[config.mk]
export PLATFORM = sky130hd
export DESIGN_NAME = sliding_window_minimum
export DESIGN_NICKNAME = d
export VERILOG_FILES = /design/src/rtl/swm_pkg.sv /design/src/rtl/sliding_window_minimum.sv /design/src/rtl/swm_cell.sv
export VERILOG_INCLUDE_DIRS = /design/src /design/src/rtl
export SDC_FILE = /design/constraint.sdc
export NUM_CORES = 2
export LEC_CHECK = 0
export CAP_MARGIN = 20
export CORE_ASPECT_RATIO = 0.75
export CORE_MARGIN = 4
export CORE_UTILIZATION = 45
export CTS_CLUSTER_DIAMETER = 150
export CTS_CLUSTER_SIZE = 12
export DETAILED_ROUTE_END_ITERATION = 6
export DONT_BUFFER_PORTS = 1
export PLACE_DENSITY_LB_ADDON = 0.08
export SYNTH_ARGS = -nofsm -noshare
export SYNTH_HDL_FRONTEND = slang
export SYNTH_SLANG_ARGS = --single-unit
[constraint.sdc]
create_clock -name clk -period 6.8 [get_ports clk]
set_clock_uncertainty 0.1 [all_clocks]
set_input_delay 0.68 -clock clk [delete_from_list [all_inputs] [get_ports clk]]
set_output_delay 0.68 -clock clk [all_outputs]
set_load 0.02 [all_outputs]
[src/rtl/sliding_window_minimum_defines.svh]
// Assertion macros for the sliding window minimum block.
// Included by the top level only; expects clk and rst_n in scope.
`ifndef SLIDING_WINDOW_MINIMUM_DEFINES_SVH
`define SLIDING_WINDOW_MINIMUM_DEFINES_SVH

// Condition that must hold at every clock edge out of reset.
`define SWM_ASSERT_HOLD(lbl, cond, msg) \
  lbl: assert property (@(posedge clk) disable iff (!rst_n) (cond)) \
    else $error(msg);

// Consequent checked in the cycle after the antecedent.
`define SWM_ASSERT_NEXT(lbl, ante, cons, msg) \
  lbl: assert property (@(posedge clk) disable iff (!rst_n) (ante) |=> (cons)) \
    else $error(msg);

`endif

[src/rtl/swm_pkg.sv]
// Shared types and constants for the sliding window minimum block.
// No dependencies; used by swm_cell and sliding_window_minimum.
`timescale 1ns / 1ps
`default_nettype none

package swm_pkg;

  // width of the window length register
  localparam int CFG_W = 7;

  // per-cycle command broadcast to every cell of the chain
  typedef struct packed {
    logic load;   // sample transfer: evict larger entries, append new one
    logic shift;  // drop the head entry, every cell takes its neighbour
  } ctl_t;

endpackage

`default_nettype wire

[src/rtl/sliding_window_minimum.sv]
// Latency: window_min of a sample is registered and valid the cycle after its transfer.
// Throughput: one sample per cycle unless out_stall is high; a lowered window_length
// stalls input while two head entries have expired (the chain drops one per cycle).
// Reset: synchronous active-low rst_n empties the store, zeroes the sample position
// and sets window_length to 1; no clearing pass.
// Top level of the sliding window minimum; chain of swm_cell, uses swm_pkg.
`timescale 1ns / 1ps
`default_nettype none
`include "sliding_window_minimum_defines.svh"

module sliding_window_minimum
  import swm_pkg::*;
#(
  parameter int WINDOW_MAX   = 64,
  parameter int SAMPLE_WIDTH = 16
) (
  input  wire logic                           clk,
  input  wire logic                           rst_n,
  input  wire logic                           in_valid,
  output logic                                in_stall,
  input  wire logic signed [SAMPLE_WIDTH-1:0] in_sample,
  output logic                                out_valid,
  input  wire logic                           out_stall,
  output logic signed [SAMPLE_WIDTH-1:0]      out_window_min,
  input  wire logic                           cfg_we,
  input  wire logic [CFG_W-1:0]               cfg_wdata
);

  localparam int SW = SAMPLE_WIDTH;
  localparam int W  = WINDOW_MAX;
  localparam int PW = $clog2(2 * W);
  localparam int CW = (PW > CFG_W) ? PW : CFG_W;
  localparam logic [PW:0]   POS_MOD = (PW+1)'(2 * W);
  localparam logic [PW-1:0] POS_TOP = PW'(2 * W - 1);
  localparam logic [CW-1:0] LEN_MAX = CW'(W);

  logic [CFG_W-1:0]      window_length_r;
  logic [PW-1:0]         pos_r;
  logic                  out_valid_r;
  logic signed [SW-1:0]  out_min_r;

  logic [CW-1:0]         wl;
  logic [CW-1:0]         len;
  logic [PW:0]           diff0, diff1, agew0, agew1;
  logic                  exp0, exp1;
  logic                  in_xfer;
  ctl_t                  ctl;

  logic                  keep_q [W];
  logic [W-1:0]          vld_q;
  logic signed [SW-1:0]  val_q  [W];
  logic [PW-1:0]         pos_q  [W];
  logic signed [SW-1:0]  vnx_q  [W];

  // effective window length: zero means one, saturate at the store depth
  always_comb begin
    wl = CW'(window_length_r);
    priority if (wl == '0) begin
      len = CW'(1);
    end else if (wl > LEN_MAX) begin
      len = LEN_MAX;
    end else begin
      len = wl;
    end
  end

  // ages of the two oldest entries, positions modulo twice the depth
  always_comb begin
    diff0 = {1'b0, pos_r} - {1'b0, pos_q[0]};
    diff1 = {1'b0, pos_r} - {1'b0, pos_q[1]};
    agew0 = diff0[PW] ? diff0 + POS_MOD : diff0;
    agew1 = diff1[PW] ? diff1 + POS_MOD : diff1;
  end

  assign exp0 = vld_q[0] && (CW'(agew0[PW-1:0]) >= len);
  assign exp1 = vld_q[1] && (CW'(agew1[PW-1:0]) >= len);

  // two or more expired entries: drop one per cycle before taking the sample; a held result also stalls
  assign in_stall = (exp0 && exp1) || (out_valid_r && out_stall);
  assign in_xfer  = in_valid && !in_stall;

  always_comb begin
    ctl.load  = in_xfer;
    ctl.shift = in_valid && exp0;
  end

  for (genvar i = 0; i < W; i++) begin : g_cell
    logic                 prev_keep;
    logic                 nb_vld;
    logic signed [SW-1:0] nb_val;
    logic [PW-1:0]        nb_pos;

    if (i == 0) begin : g_head
      assign prev_keep = 1'b1;
    end else begin : g_body
      assign prev_keep = keep_q[i-1];
    end

    if (i == W - 1) begin : g_tail
      assign nb_vld = 1'b0;
      assign nb_val = '0;
      assign nb_pos = '0;
    end else begin : g_link
      assign nb_vld = vld_q[i+1];
      assign nb_val = val_q[i+1];
      assign nb_pos = pos_q[i+1];
    end

    swm_cell #(
      .SW (SW),
      .PW (PW)
    ) u_cell (
      .clk       (clk),
      .rst_n     (rst_n),
      .ctl       (ctl),
      .smp       (in_sample),
      .smp_pos   (pos_r),
      .prev_keep (prev_keep),
      .nb_vld    (nb_vld),
      .nb_val    (nb_val),
      .nb_pos    (nb_pos),
      .keep      (keep_q[i]),
      .vld       (vld_q[i]),
      .val       (val_q[i]),
      .pos       (pos_q[i]),
      .val_nxt   (vnx_q[i])
    );
  end

  always_ff @(posedge clk) begin
    if (!rst_n) begin
      window_length_r <= CFG_W'(1);
      pos_r           <= '0;
      out_valid_r     <= 1'b0;
    end else begin
      if (cfg_we) begin
        window_length_r <= cfg_wdata;
      end
      if (in_xfer) begin
        pos_r       <= (pos_r == POS_TOP) ? '0 : pos_r + PW'(1);
        out_valid_r <= 1'b1;
      end else if (!out_stall) begin
        out_valid_r <= 1'b0;
      end
    end
  end

  // head of the store after the transfer is the window minimum
  always_ff @(posedge clk) begin
    if (in_xfer) begin
      out_min_r <= vnx_q[0];
    end
  end

  assign out_valid      = out_valid_r;
  assign out_window_min = out_min_r;

  // occupied cells always form an unbroken run from the head
  `SWM_ASSERT_HOLD(a_vld_contig, ((vld_q >> 1) & ~vld_q) == '0, "store has a gap")
  // every transfer leaves a non-empty store whose head is the presented result
  `SWM_ASSERT_NEXT(a_head_out, in_xfer, out_valid_r && vld_q[0] && (out_min_r == val_q[0]), "result differs from store head")

endmodule

`default_nettype wire

[src/rtl/swm_cell.sv]
// One cell of the monotonic store: valid flag, sample value and position.
// Depends on swm_pkg for the chain command struct.
`timescale 1ns / 1ps
`default_nettype none

module swm_cell
  import swm_pkg::*;
#(
  parameter int SW = 16,
  parameter int PW = 7
) (
  input  wire logic                 clk,
  input  wire logic                 rst_n,
  input  wire ctl_t                 ctl,
  input  wire logic signed [SW-1:0] smp,
  input  wire logic [PW-1:0]        smp_pos,
  input  wire logic                 prev_keep,
  input  wire logic                 nb_vld,
  input  wire logic signed [SW-1:0] nb_val,
  input  wire logic [PW-1:0]        nb_pos,
  output logic                      keep,
  output logic                      vld,
  output logic signed [SW-1:0]      val,
  output logic [PW-1:0]             pos,
  output logic signed [SW-1:0]      val_nxt
);

  logic                 vld_r, vld_nxt;
  logic signed [SW-1:0] val_r, val_nxt_c;
  logic [PW-1:0]        pos_r, pos_nxt;
  logic                 view_vld;
  logic signed [SW-1:0] view_val;
  logic [PW-1:0]        view_pos;
  logic                 take;

  // entry as seen after an optional head drop
  always_comb begin
    view_vld = ctl.shift ? nb_vld : vld_r;
    view_val = ctl.shift ? nb_val : val_r;
    view_pos = ctl.shift ? nb_pos : pos_r;
  end

  assign keep = view_vld && !(view_val > smp);
  // new sample lands in the first cell whose entry is evicted or empty
  assign take = !keep && prev_keep;

  always_comb begin
    vld_nxt   = vld_r;
    val_nxt_c = val_r;
    pos_nxt   = pos_r;
    priority if (ctl.load) begin
      vld_nxt   = keep || take;
      val_nxt_c = keep ? view_val : smp;
      pos_nxt   = keep ? view_pos : smp_pos;
    end else if (ctl.shift) begin
      vld_nxt   = nb_vld;
      val_nxt_c = nb_val;
      pos_nxt   = nb_pos;
    end
  end

  always_ff @(posedge clk) begin
    if (!rst_n) begin
      vld_r <= 1'b0;
    end else begin
      vld_r <= vld_nxt;
    end
  end

  always_ff @(posedge clk) begin
    val_r <= val_nxt_c;
    pos_r <= pos_nxt;
  end

  assign vld     = vld_r;
  assign val     = val_r;
  assign pos     = pos_r;
  assign val_nxt = val_nxt_c;

endmodule

`default_nettype wire
# Yosys cells after proc, flatten, opt, wreduce, memory -nomap -nowiden
# Index checks and enable logic that the tools add are counted.
# op_classes
n_addsub,5
n_lt_le_gt_ge,67
n_eq_ne,2
mux,519
reduce_logical,326
# ops
operator,n
$mux 16,192
$mux 7,197
$gt 16x16->1,64
$logic_and 1x1->1,133
$mux 1,130
$logic_not 1->1,128
$logic_or 1x1->1,64
$add 7x1->7 const B,3
$sub 7x7->8,2
$ge 7x7->1,2
$eq 7x7->1 const B,1
$gt 7x7->1 const B,1
$logic_not 7->1,1
$ne 2x1->1 const B,1
# word_totals
register_bits,1567
input_bits,28

# Logic depth before layout (Yosys ltp)
# depth
ltp_word,14
mapped_depth,33
ltp_nobuf,24

# Cells and area by module
# From an unflattened synthesis, not the netlist that was laid out.
# unflattened
hier_cells,9610
area_unflattened_um2,105656.3
# by_module_without_submodules
mod,n_inst,cells_per_inst,area_per_inst_um2,seq_area_each_um2
swm_cell (g_cell[0].u_cell ...),41,147,1609.0,480.5
swm_cell (g_cell[56].u_cell ...),13,149,1650.3,480.5
swm_cell (g_cell[47].u_cell ...),10,145,1625.3,480.5
sliding_window_minimum,1,196,1978.1,780.7

# Least setup slack after synthesis
# No wires, ideal clock.
# synth_path
path_type,register -> register
from,register pos_r[0]
to,"register out_min_r[5], in the netlist out_window_min[5], data pin"
arrival_ns,5.929
required_ns,6.417
setup_slack_ns,0.488
stages_incl_launch_ff,31
period_less_slack_ns,6.312
path_cell_list,dfxtp_1 -> clkbuf_1 -> inv_1 -> clkbuf_1 -> ha_1 -> fa_1 -> inv_1 -> a21o_1 -> a21oi_1 -> o21bai_1 -> a21oi_1 -> xnor2_1 -> ha_1 -> nand4_1 -> nor2_2 -> a211oi_4 -> nor2_1 -> buf_2 -> clkbuf_1 -> clkbuf_1 -> nand2_1 -> nand2_1 -> ha_1 -> nand4_1 -> or3_1 -> nor3_1 -> nor2b_1 -> mux2_2 -> o21ai_1 -> clkbuf_1 -> a32oi_1
# synth_via
elab_chain_len,12
elab_cells_between_ends,22
cone_classes,add/sub (4); order compare (3); mux (6); reduce/logical (9)
# synth_lines
item,line_no,rtl
"start, declared",sliding_window_minimum.sv:38,logic [PW-1:0] pos_r;
"start signal, assigned",sliding_window_minimum.sv:140,pos_r <= (pos_r == POS_TOP) ? '0 : pos_r + PW'(1);
$sub 7x7->8,sliding_window_minimum.sv:69,"diff0 = {1'b0, pos_r} - {1'b0, pos_q[0]};"
$add 7x1->7,sliding_window_minimum.sv:71,agew0 = diff0[PW] ? diff0 + POS_MOD : diff0;
$mux 7,sliding_window_minimum.sv:71,
$ge 7x7->1,sliding_window_minimum.sv:75,assign exp0 = vld_q[0] && (CW'(agew0[PW-1:0]) >= len);
$logic_and 1x1->1,sliding_window_minimum.sv:75,
$logic_and 1x1->1,sliding_window_minimum.sv:84,ctl.shift = in_valid && exp0;
$mux 16,"swm_cell.sv:39, swm_cell.sv:55",
$gt 16x16->1,swm_cell.sv:43,assign keep = view_vld && !(view_val > smp);
$logic_not 1->1,swm_cell.sv:43,
$logic_and 1x1->1,swm_cell.sv:43,
$mux 16,swm_cell.sv:53,val_nxt_c = keep ? view_val : smp;
$mux 16 (*),swm_cell.sv:51,priority if (ctl.load) begin
named net g_cell[0].u_cell.val_nxt[5],swm_cell.sv:25,output logic signed [SW-1:0] val_nxt
"end signal, assigned",sliding_window_minimum.sv:151,out_min_r <= vnx_q[0];
"end, declared",sliding_window_minimum.sv:40,logic signed [SW-1:0] out_min_r;
# The timed path passes the listed nets; every way through them passes the cells marked *.
# A chain may end at the register's enable or synchronous reset.

# Worst setup path after layout
# layout_path
from,register pos_r[1]
to,register g_cell[13].u_cell.val_r[13]
# layout_via
elab_chain_len,12
elab_cells_between_ends,22
cone_classes,add/sub (4); order compare (3); mux (6); reduce/logical (9)
# layout_lines
item,line_no,rtl
$sub 7x7->8,sliding_window_minimum.sv:69,
$add 7x1->7,sliding_window_minimum.sv:71,
$mux 7,sliding_window_minimum.sv:71,
$ge 7x7->1,sliding_window_minimum.sv:75,
$logic_and 1x1->1,sliding_window_minimum.sv:75,
$logic_and 1x1->1,sliding_window_minimum.sv:84,
$mux 16,swm_cell.sv:39,view_val = ctl.shift ? nb_val : val_r;
$gt 16x16->1,swm_cell.sv:43,
$logic_not 1->1,swm_cell.sv:43,
$logic_and 1x1->1,swm_cell.sv:43,
$mux 16,swm_cell.sv:53,
$mux 16 (*),swm_cell.sv:51,
named net g_cell[13].u_cell.val_nxt[13],swm_cell.sv:25,
"end signal, assigned",swm_cell.sv:71,val_r <= val_nxt_c;
"end, declared",swm_cell.sv:29,"logic signed [SW-1:0] val_r, val_nxt_c;"
# Marked as above.

==> flow_metrics.py <==
metrics = {
    "worst_setup_path": {
        "cp-end-kind": "flop",
        "cp.required_ps": 7400,
        "startpoint_type": "flop",
        "r2r-start": "pos_r[1]",
        "crit_family": "simple AND/OR/NAND/NOR gates",
        "path_class": "flop to flop",
        "slowest_delay_ps": 560,
        "cp_num_buf_inv": 5,
        "crit_fanout": 48,
        "crit_start": "pos_r[1]",
        "cp.arrival_ps": 6860,
        "crit_slowest_cell": "mux2i_1",
    },
    "final_layout": {
        "area_growth_pct": 9.76,
        "drive_gt1_frac": 0.122,
        "nets": 11700,
        "final_util": 0.496,
        "fin_area_sq_um": 100000,
        "fillers": 19200,
    },
    "placement": {
        "place_worst_setup_slack_ps": 295,
        "port_buffers": 0,
        "gp_congestion": 0.906,
        "place_hpwl_mm": 234,
        "placed_area_sq_um": 95700,
    },
    "yosys": {
        "yosysSeqAreaShare": 0.345,
        "yosysMostFrequentCell": "nand2_1",
        "syn_avg_cell_area_sq_um": 8.58,
        "synth_edf_count": 16,
        "yosysUniqueCellTypes": 83,
        "synth_flop_cell": "dfxtp_1",
        "synth-seq-cells": 1567,
        "yosys-top-cells-count": "nand2_1 (3,446), dfxtp_1 (1,551), ha_1 (1,051)",
        "yosys.area.top_type": "dfxtp_1",
        "synth_area_leaders": "dfxtp_1 (34%), ha_1 (14%), nand2_1 (14%)",
        "netlist.area_leader.share": 0.339,
        "yosysWarnings": 0,
        "synth_nets": 11700,
        "syn_area_sq_um": 91500,
        "synthCells": 10700,
        "async_reset_ff_frac": 0,
    },
    "timing": {
        "setup_ws_ps": 538,
        "maxSlewViolCount": 0,
        "setup_tns_ps": 0,
        "max_slew_margin": 0.231,
        "finalCritPeriodShare": 0.921,
        "fmax_ghz": 0.160,
        "worst_pin_slew_ps": 1150,
        "rsz0062_at_grt": "no",
        "setup_violations": 0,
        "period_minus_slack_ps": 6260,
        "hold_violations": 0,
    },
    "cts": {
        "path_clk_slew_ps": 60,
        "cts_buffers": 156,
        "cts.sinks": 1567,
        "clk_latency_ps": 840,
        "h-tree-depth": 4,
        "root_buffer": "clkbuf_16",
        "cts_tree": "built",
        "cts_buffer_depth": 4,
    },
    "floorplan": {
        "die_x_um": 529,
        "die_h_um": 399,
        "top_level_ports": 46,
        "dieArea_sq_um": 211000,
        "rows": 143,
        "start_util": 0.452,
        "fp.coreArea_sq_um": 202000,
    },
    "detailed_routing": {
        "drt_first_iter_violations": 8469,
        "wl_per_cell_um": 26.5,
        "routed_wl_mm": 352,
        "via_count": 81700,
        "ant_nets": 0,
        "drcViolationCount": 14,
        "dr.pass1.iters": 7,
        "viasPerCell": 6.16,
    },
    "power": {
        "power.internal_mw": 19.5,
        "clkPwrFrac": 0.254,
        "power_density_nw_per_um2": 308,
        "finalPower_mw": 30.9,
        "switching_share": 0.370,
        "ir_worst_vdd_v": 0.000225,
        "leakage_nw": 47.6,
        "sequentialPowerShare": 0.389,
        "p_sw_mw": 11.4,
        "combPwrFrac": 0.357,
    },
    "min_path": {
        "hold_class": "input pin to flop",
        "hold_start": "in_sample[15]",
    },
    "global_route": {
        "grt_start_max_net_pins": 79,
        "antenna_found_initial": 14,
        "grt_pass1_vias": 77800,
        "track_usage": 0.324,
        "overflow": 0,
        "grt_pass1_wl_mm": 517,
    },
    "job": {
        "cap_viol_max_count": 0,
    },
    "run_status": {
        "status": "finished, violations left",
        "violations": "DRC",
    },
}
-- path summary, 6_finish.rpt --
check                                                 end  slack [ps]  depth (start not counted)
worst min register to register   g_cell[57].u_cell.pos[2]         360                          2
worst max register to register  g_cell[13].u_cell.val[13]         540                         26
worst min-delay path            g_cell[53].u_cell.val[15]          50                          2
worst max-delay path            g_cell[13].u_cell.val[13]         540                         26
-- per-layer routing --
layer,global-route usage,part of all wire,vias up
met5,0,0.000097,-
met4,0.118,0.040,4
met3,0.0536,0.079,579
met2,0.493,0.42,3120
met1,0.460,0.46,39900
li1,-,-,38100
-- sequential cells by signal (all words and copies together), names as in the netlist --
| signal | count |
|---|---|
| pos_r | 7 |
| g_cell.u_cell.vld | 64 |
| g_cell.u_cell.pos | 448 |
| out_valid | 1 |
| g_cell.u_cell.val | 1024 |
| out_window_min | 16 |
| window_length_r | 7 |
-- final cells by class --
| type | count | area, sq um | area share |
|---|---|---|---|
| clock inverter | 5 | 57.6 | 0.000573 |
| tap | 2682 | 3360 | 0.0334 |
| timing repair buffer | 415 | 4330 | 0.0431 |
| multi-input combinational | 8303 | 56700 | 0.564 |
| antenna | 6 | 15.0 | 0.000149 |
| inverter | 129 | 528 | 0.00526 |
| sequential | 1567 | 31500 | 0.314 |
| clock buffer | 161 | 3940 | 0.0393 |
-- power groups by stage --
stage	Sequential [mW]	Combinational, mW	Clock (mW)
floorplan	11.7	7.92	0
global placement	12.2	10.3	0
detailed placement	12.2	10.6	0
CTS	12.0	10.9	8.02
global route	12.2	12.4	8.31
finish	12.0	11.0	7.86
-- through the flow --
stage | hold slack (ps) | instances
floorplan | 342 | 10700
global placement | 355 | 13100
detailed placement | 356 | 13100
CTS | 2.81 | 13200
global route | 18.7 | 13300
finish | 52.1 | 13300
-- layout by cell type (no fill, tap or decap), drive strengths merged, types with 122 or more instances in the layout --
| cell type | netlist | layout |
|---|---|---|
| nand2 | 3447 | 3447 |
| dfxtp | 1551 | 1551 |
| ha | 1051 | 1051 |
| mux2 | 610 | 610 |
| mux2i | 501 | 501 |
| buf | 363 | 401 |
| a32oi | 393 | 393 |
| a21oi | 378 | 378 |
| a22oi | 211 | 211 |
| nor2 | 210 | 210 |
| nand4 | 173 | 173 |
| o21ai | 165 | 165 |
| clkbuf | 300 | 161 |
| inv | 129 | 130 |
| a21o | 122 | 122 |
-- kinds of logic after synthesis --
family                   count (synthesis)  synth area share
multiplexers                          1111             0.131
buffers and inverters                  792            0.0384
flip-flops                            1567             0.345
XOR/XNOR                                15           0.00144
adder cells (fa/ha/maj)               1053             0.144
AND/OR/NAND/NOR                       4222             0.189
AO/OA/AOI/OAI                         1902             0.151
-- what timing repair did --
action | CTS | global route
endpoints found under the hold margin | 589 | 0
gates resized for setup | 0 | 2
setup buffers | 0 | 13
hold buffers | 30 | 0
setup endpoints to repair | 0 | 214
Power figures use the tool's default switching activity.
